### src/rtl/csd_pkg.sv
// ----------------------------------------------------------------------------
// csd_pkg - circle scene signed distance shared definitions
// request and result payloads, configuration indexes, sequencer states
// ----------------------------------------------------------------------------
`default_nettype none

package csd_pkg;

	localparam int DEF_MAX_CIRCLES   = 64;
	localparam int DEF_MAX_GRID_SIDE = 1024;

	localparam int CW  = 24; // coordinate width, signed q16.8
	localparam int RW  = 23; // radius and cell size width
	localparam int PW  = 38; // doubled cell center and distance width
	localparam int MW  = 30; // shared multiplier operand width
	localparam int RTW = 30; // square root result width

	localparam int CFG_AW = 4;

	localparam logic [CFG_AW-1:0] REG_MIN_X       = 4'd0;
	localparam logic [CFG_AW-1:0] REG_MIN_Y       = 4'd1;
	localparam logic [CFG_AW-1:0] REG_MAX_X       = 4'd2;
	localparam logic [CFG_AW-1:0] REG_MAX_Y       = 4'd3;
	localparam logic [CFG_AW-1:0] REG_CELL_SIZE   = 4'd4;
	localparam logic [CFG_AW-1:0] REG_GRID_WIDTH  = 4'd5;
	localparam logic [CFG_AW-1:0] REG_GRID_HEIGHT = 4'd6;
	localparam logic [CFG_AW-1:0] REG_OBST_COUNT  = 4'd7;

	localparam logic MODE_LOAD  = 1'b0;
	localparam logic MODE_QUERY = 1'b1;

	localparam logic [6:0] OCC_FULL = 7'd100;

	typedef struct packed {
		logic                  mode;
		logic [5:0]            slot;
		logic signed [CW-1:0]  center_x;
		logic signed [CW-1:0]  center_y;
		logic [RW-1:0]         radius;
		logic signed [11:0]    cell_x;
		logic signed [11:0]    cell_y;
	} in_t;

	typedef struct packed {
		logic                  in_grid;
		logic signed [CW-1:0]  distance;
		logic [6:0]            occupancy;
	} out_t;

	typedef enum logic [3:0] {
		ST_IDLE,
		ST_MULX,
		ST_MULY,
		ST_PXY,
		ST_BND,
		ST_RD,
		ST_FETCH,
		ST_SQX,
		ST_SQY,
		ST_SQS,
		ST_SQRT,
		ST_MIN,
		ST_OCC,
		ST_DIV,
		ST_FIN
	} state_t;

endpackage

`default_nettype wire

### src/rtl/csd_isqrt.sv
// ----------------------------------------------------------------------------
// csd_isqrt - iterative integer square root
// one result bit per cycle, floor of the square root of the radicand
// ----------------------------------------------------------------------------
`default_nettype none

module csd_isqrt #(
	parameter int RTW = csd_pkg::RTW
) (
	input  wire logic              clk,
	input  wire logic              arst_n,
	input  wire logic              start,
	input  wire logic [2*RTW-1:0]  radicand,
	output logic                   done,
	output logic [RTW-1:0]         root
);

	localparam int RMW = RTW + 4;
	localparam int CNW = (RTW > 1) ? $clog2(RTW) : 1;

	logic             busy_q;
	logic             done_q;
	logic [CNW-1:0]   cnt_q;
	logic [2*RTW-1:0] rad_q;
	logic [RMW-1:0]   rem_q;
	logic [RTW-1:0]   root_q;

	logic [RMW-1:0]   rem_sh;
	logic [RMW-1:0]   trial;
	logic             fits;

	assign rem_sh = {rem_q[RMW-3:0], rad_q[2*RTW-1 -: 2]};
	assign trial  = RMW'({root_q, 2'b01});
	assign fits   = rem_sh >= trial;

	always_ff @(posedge clk or negedge arst_n) begin
		if (!arst_n) begin
			busy_q <= 1'b0;
			done_q <= 1'b0;
			cnt_q  <= '0;
		end else begin
			done_q <= 1'b0;
			if (start) begin
				busy_q <= 1'b1;
				cnt_q  <= '0;
			end else if (busy_q) begin
				cnt_q <= cnt_q + 1'b1;
				if (cnt_q == CNW'(RTW - 1)) begin
					busy_q <= 1'b0;
					done_q <= 1'b1;
				end
			end
		end
	end

	always_ff @(posedge clk) begin
		if (start) begin
			rad_q  <= radicand;
			rem_q  <= '0;
			root_q <= '0;
		end else if (busy_q) begin
			rad_q  <= {rad_q[2*RTW-3:0], 2'b00};
			rem_q  <= fits ? (rem_sh - trial) : rem_sh;
			root_q <= {root_q[RTW-2:0], fits};
		end
	end

	assign done = done_q;
	assign root = root_q;

endmodule

`default_nettype wire

### config.mk
export PLATFORM = sky130hd
export DESIGN_NAME = csd_isqrt
export DESIGN_NICKNAME = d
export VERILOG_FILES = /design/src/rtl/csd_pkg.sv /design/src/rtl/csd_isqrt.sv
export SDC_FILE = /design/constraint.sdc
export NUM_CORES = 1
export LEC_CHECK = 0
export ABC_AREA = 0
export BUFFER_PORTS_ARGS = -buffer_cell sky130_fd_sc_hd__buf_2
export CAP_MARGIN = 20
export CORE_ASPECT_RATIO = 0.75
export CORE_MARGIN = 2
export CORE_UTILIZATION = 50
export DETAILED_ROUTE_END_ITERATION = 12
export GPL_TIMING_DRIVEN = 1
export PLACE_DENSITY = 0.82
export SLEW_MARGIN = 20
export SYNTH_ARGS = -nofsm -noshare
export SYNTH_HDL_FRONTEND = slang
export SYNTH_SLANG_ARGS = --single-unit
### constraint.sdc
create_clock -name clk -period 3.62 [get_ports clk]
set_clock_uncertainty 0.1 [all_clocks]
set_input_delay 0.543 -clock clk [delete_from_list [all_inputs] [get_ports clk]]
set_output_delay 0.543 -clock clk [all_outputs]
set_load 0.005 [all_outputs]
* Word level (Yosys, flattened, before mapping)
Index checks and enable logic that the tools add are counted.
** Word-level totals
- Flip-flop bits (word level) :: 129
- Bits of input ports :: 63
- Output and inout port bits :: 31
- Word-level logic and storage cells :: 22
** Operators by class
- $add $sub $neg :: 2
- $lt $le $gt $ge :: 1
- Eq/ne operators :: 1
- Muxes and demuxes :: 11
- Reduce and logical (&&, ||, !) cells :: 1
** Operators with widths (number)
- $mux 60 :: 2
- $ge 34x32->1 :: 1
- $mux 32 :: 1
- $sub 32x32->32 :: 1
- $mux 5 :: 2
- $mux 1 :: 6
- $add 5x1->5 const B :: 1
- $eq 5x5->1 const B :: 1
- $reduce_bool 2->1 :: 1

* Logic depth before layout (Yosys ltp)
- Depth in word-level cells :: 4
- Depth in mapped cells :: 14
- Mapped depth without buffers :: 11

* Worst setup path before layout
OpenSTA, ideal clock, no wires.
- Path type :: register -> register
- From :: register root_q[0], in the netlist root[0]
- To :: register rem_q[25]
- Library setup time :: 0.142 ns
- Arrival time :: 2.386 ns
- Required time :: 3.378 ns
- Setup slack :: 0.992 ns
- Stages on the path, launching flop included :: 12
- Buffers on the path :: 0
- Period minus slack after synthesis :: 2.628 ns
- Cell sequence :: dfxtp_1 inv_1 ha_1 o211ai_1 o21ai_1 o2111a_1 o2111ai_2 nand2_2 a31oi_4 mux2_1 o21ai_0 a311oi_1
** On the way
- Word-level cells in the longest chain between the ends :: 2
- Elaborated cells between the ends (all ways) :: 3
- Classes of those cells :: add/sub: 1; order compare: 1; mux: 1
** RTL lines
- start, declared :: RTL line csd_isqrt.sv:26 : logic [RTW-1:0] root_q;
- start signal, assigned :: RTL line csd_isqrt.sv:64 : root_q <= {root_q[RTW-2:0], fits};
- $sub 32x32->32 / $ge 34x32->1 (equally long branches) :: RTL line csd_isqrt.sv:63, csd_isqrt.sv:34
- $mux 32 * :: RTL line csd_isqrt.sv:63 : rem_q <= fits ? (rem_sh - trial) : rem_sh;
- end signal, assigned :: RTL line csd_isqrt.sv:63
- end, declared :: RTL line csd_isqrt.sv:25 : logic [RMW-1:0] rem_q;
Every way passes the cells marked *; elsewhere a longest branch is shown, timed or not.
A chain may end at the register's enable or synchronous reset.

* Worst setup path after layout
- From :: register root_q[17], in the netlist root[17]
- To :: register rem_q[28]
Same word-level chain as after synthesis.

==> summary.md <==
| Metric | Value |
|---|---|
| Pre-Repair DR Iteration Count | 5 |
| # rows | 37 |
| Worst Hold Class | in2reg |
| Cell variety after synth | 63 |
| Hold path start | radicand[1] |
| Post-DP HPWL | 10960 um |
| IO buf count | 93 |
| Core Area | 13800 sq um |
| Nets | 886 |
| CTS tree | built |
| Met3 wire length | 966 um |
| Worst-Skew Late Latency | 0.42 ns |
| Reg2reg path depth | 12 |
| Met1 wire length | 7781 um |
| Ant. Diodes | 0 |
| Slew at the pin with the worst max-slew slack | 1.072 ns |
| Synth Flop Type | dfxtp_1 |
| Critical Path Source | root[17] |
| P_leak | 3.655 nW |
| Final ANT Viol Nets | 0 |
| Vias in the first global route | 5351 |
| Max-capacitance violation count | 0 |
| CP max FO | 24 |
| Num CTS Buffers | 17 |
| First-pass GRT wire length | 26370 um |
| Mapped Area | 7121 sq um |
| Initial antenna violation count | 0 |
| Place WS | 0.3147 ns |
| Power per cell area | 812.9 nW/um^2 |
| Gr ovfl total | 0 |
| Type of origin of the critical path | register |
| Layout area overhead | 17.15% |
| End-of-flow core utilization | 60.47% |
| GPL Wtd Cong | 0.9142 |
| Fmax | 0.3082 GHz |
| WP data required | 3.83 ns |
| # Post-CTS Setup Buffers | 0 |
| Die area | 15220 sq um |
| Post-synth EDFFs | 60 |
| CP Data Arrival Time | 3.45 ns |
| Asr flop ratio synth | 5.426% |
| CP Capture Type | register |
| Routed WL per cell | 16.22 um |
| Via count | 5540 |
| PnR worst setup slack | 0.3751 ns |
| Max Buffers Root-to-Sink | 2 |
| RSZ-0062 raised after global routing | no |
| Crit share post-route | 89.64% |
| Slew Limit Fails | 0 |
| Root Driver | clkbuf_16 |
| Final setup viols | 0 |
| Reg clk slew, reported paths | 0.07 ns |
| Largest net degree at the start of global routing | 91 |
| Metal2 WL | 6928 um |
| Synth Area per Inst | 10.13 sq um |
| Setup TNS Final | 0 ns |
| Worst hold path depth | 2 |
| Yosys reg bits | 129 |
| R2r startpoint | root[17] |
| DRC violations left | 0 |
| CP Class | reg2reg |
| DRT iter0 DRCs | 470 |
| Min cycle time layout | 3.245 ns |
| Share of cells above drive strength 1 | 25.81% |
| Initial core utilization | 51.61% |
| Chip width | 141.8 um |
| Maximum VDD drop | 0.0004337 V |
| H-tree levels | 4 |
| Synthesized Nets | 800 |
| Top sig layer | met4 |
| Hold Violations, Final | 0 |
| Status | completed |
| Synthesis Warnings | 0 |
| Post-Synthesis Cells | 703 |
| Via density per instance | 5.670 |
| Clk sinks | 129 |
| Post-Route WL | 15850 um |
| Max-slew headroom | 28.51% |
| Die H | 107.4 um |
| GR Util All Layers | 21.76% |
| Boundary Pins | 94 |
| Sequential area share after synthesis | 45.19% |
layout make-up:
type,instances,area [sq um]
clock inverter,15,190.2
timing repair buffer,102,563.0
inverter,37,138.9
multi-input combinational,502,3583
tap,175,219.0
clock buffer,17,425.4
fill,1163,5454
sequential,129,3222
worst max-delay path, stage by stage (launching register included):
cell	delay [ns]
dfxtp_1	0.36
inv_1	0.06
ha_1	0.44
a21oi_2	0.30
nor2_1	0.08
nor4_2	0.21
o311ai_1	0.18
a211oi_2	0.21
a21o_1	0.16
and2_1	0.40
buf_12	0.23
nand2_1	0.07
a311oi_1	0.32
routing by layer:
layer  global-route usage, %  vias to the layer above
li1                        -                     2712
met1                   31.86                     2618
met2                   31.66                      188
met3                   5.516                       22
met4                   6.643                        0
met5                       0                        -
stage by stage:
step	area [sq um]	std cells	total power, mW	hold slack [ns]
2_1_floorplan	7121	703	4.346	0.1474
3_3_place_gp	7714	944	4.865	0.2865
3_5_place_dp	7714	944	4.917	0.2857
4_1_cts	8339	977	6.740	0.3030
5_1_grt	8342	977	7.203	0.3091
6_report	8342	977	6.781	0.3099
power by group:
part / leakage [nW] / switching, mW / internal (mW)
Clock: 0.300 / 0.743 / 1.05
Sequential: 1.24 / 0.149 / 1.76
Combinational: 2.12 / 1.77 / 1.31
Total: 3.65 / 2.66 / 4.12
state kept, by name, summed over array words and instances, names as in the netlist:
name    cells
rem_q      32
rad_q      60
root       30
cnt_q       5
done        1
busy_q      1
cell usage in the layout (no fill, tap or decap), drive strengths merged, types with 5 or more instances in the layout:
master	n
dfxtp	62
o21a	6
buf	101
a21o	12
nand2	69
nor2	89
xor2	17
a31oi	7
a211oi	5
clkbuf	17
inv	47
nand2b	8
edfxtp	60
a21oi	28
nand4	10
nor3	7
nand3	17
o21ai	20
mux2	60
dfrtp	7
xnor2	14
ha	34
a311oi	22
mux2i	31
cell usage after synthesis, types with 5 or more instances:
library cell  number  area share [%]
nor3_1             6            0.42
inv_1             37             2.0
ha_1              34             6.0
nand2_1           67             3.5
mux2_2            59             9.3
nand4_1           10            0.88
buf_6              5            0.79
edfxtp_1          60              25
o21ai_0           12            0.84
nand2b_1           8            0.70
o21a_1             6            0.63
buf_1              6            0.32
dfrtp_1            7             2.5
nor2_1            89             4.7
dfxtp_1           62              17
mux2i_1           31             4.4
xor2_1            17             2.1
nand3_1           17             1.2
a31oi_1            6            0.53
o21ai_1            8            0.56
xnor2_1           14             1.7
a21o_1            12             1.3
clkbuf_1          19             1.0
a311oi_1          22             2.7
a21oi_1           26             1.8
repair_timing:
item / CTS / global route
resized for setup: 0 / 1
endpoints found under the setup margin: 0 / 1
hold endpoints to repair: 7 / 0
hold buffers: 1 / 0
worst paths after layout:
path	to	slack, ns
setup / recovery	rem_q[28]	0.38
hold / removal	rad_q[1]	0.31
setup reg to reg	rem_q[28]	0.38
hold reg to reg	rem_q[30]	0.39
max in group asynchronous	busy_q	2.85
min in group asynchronous	busy_q	0.39
cell families (layout without fill, tap and decap cells):
logic type                 after synthesis  after routing  share of synthesized area (%)
AOI/OAI and AO/OA                      124            124                          12.72
xor gates and xnor gates                31             31                          3.813
adders and majority gates               34             34                          5.974
buffers and inverters                   72            171                          4.516
DFF                                    129            129                          45.19
muxes                                   91             91                          13.85
and+or+nand+nor                        222            222                          13.93
No activity file was read; power rests on OpenSTA's default activity.
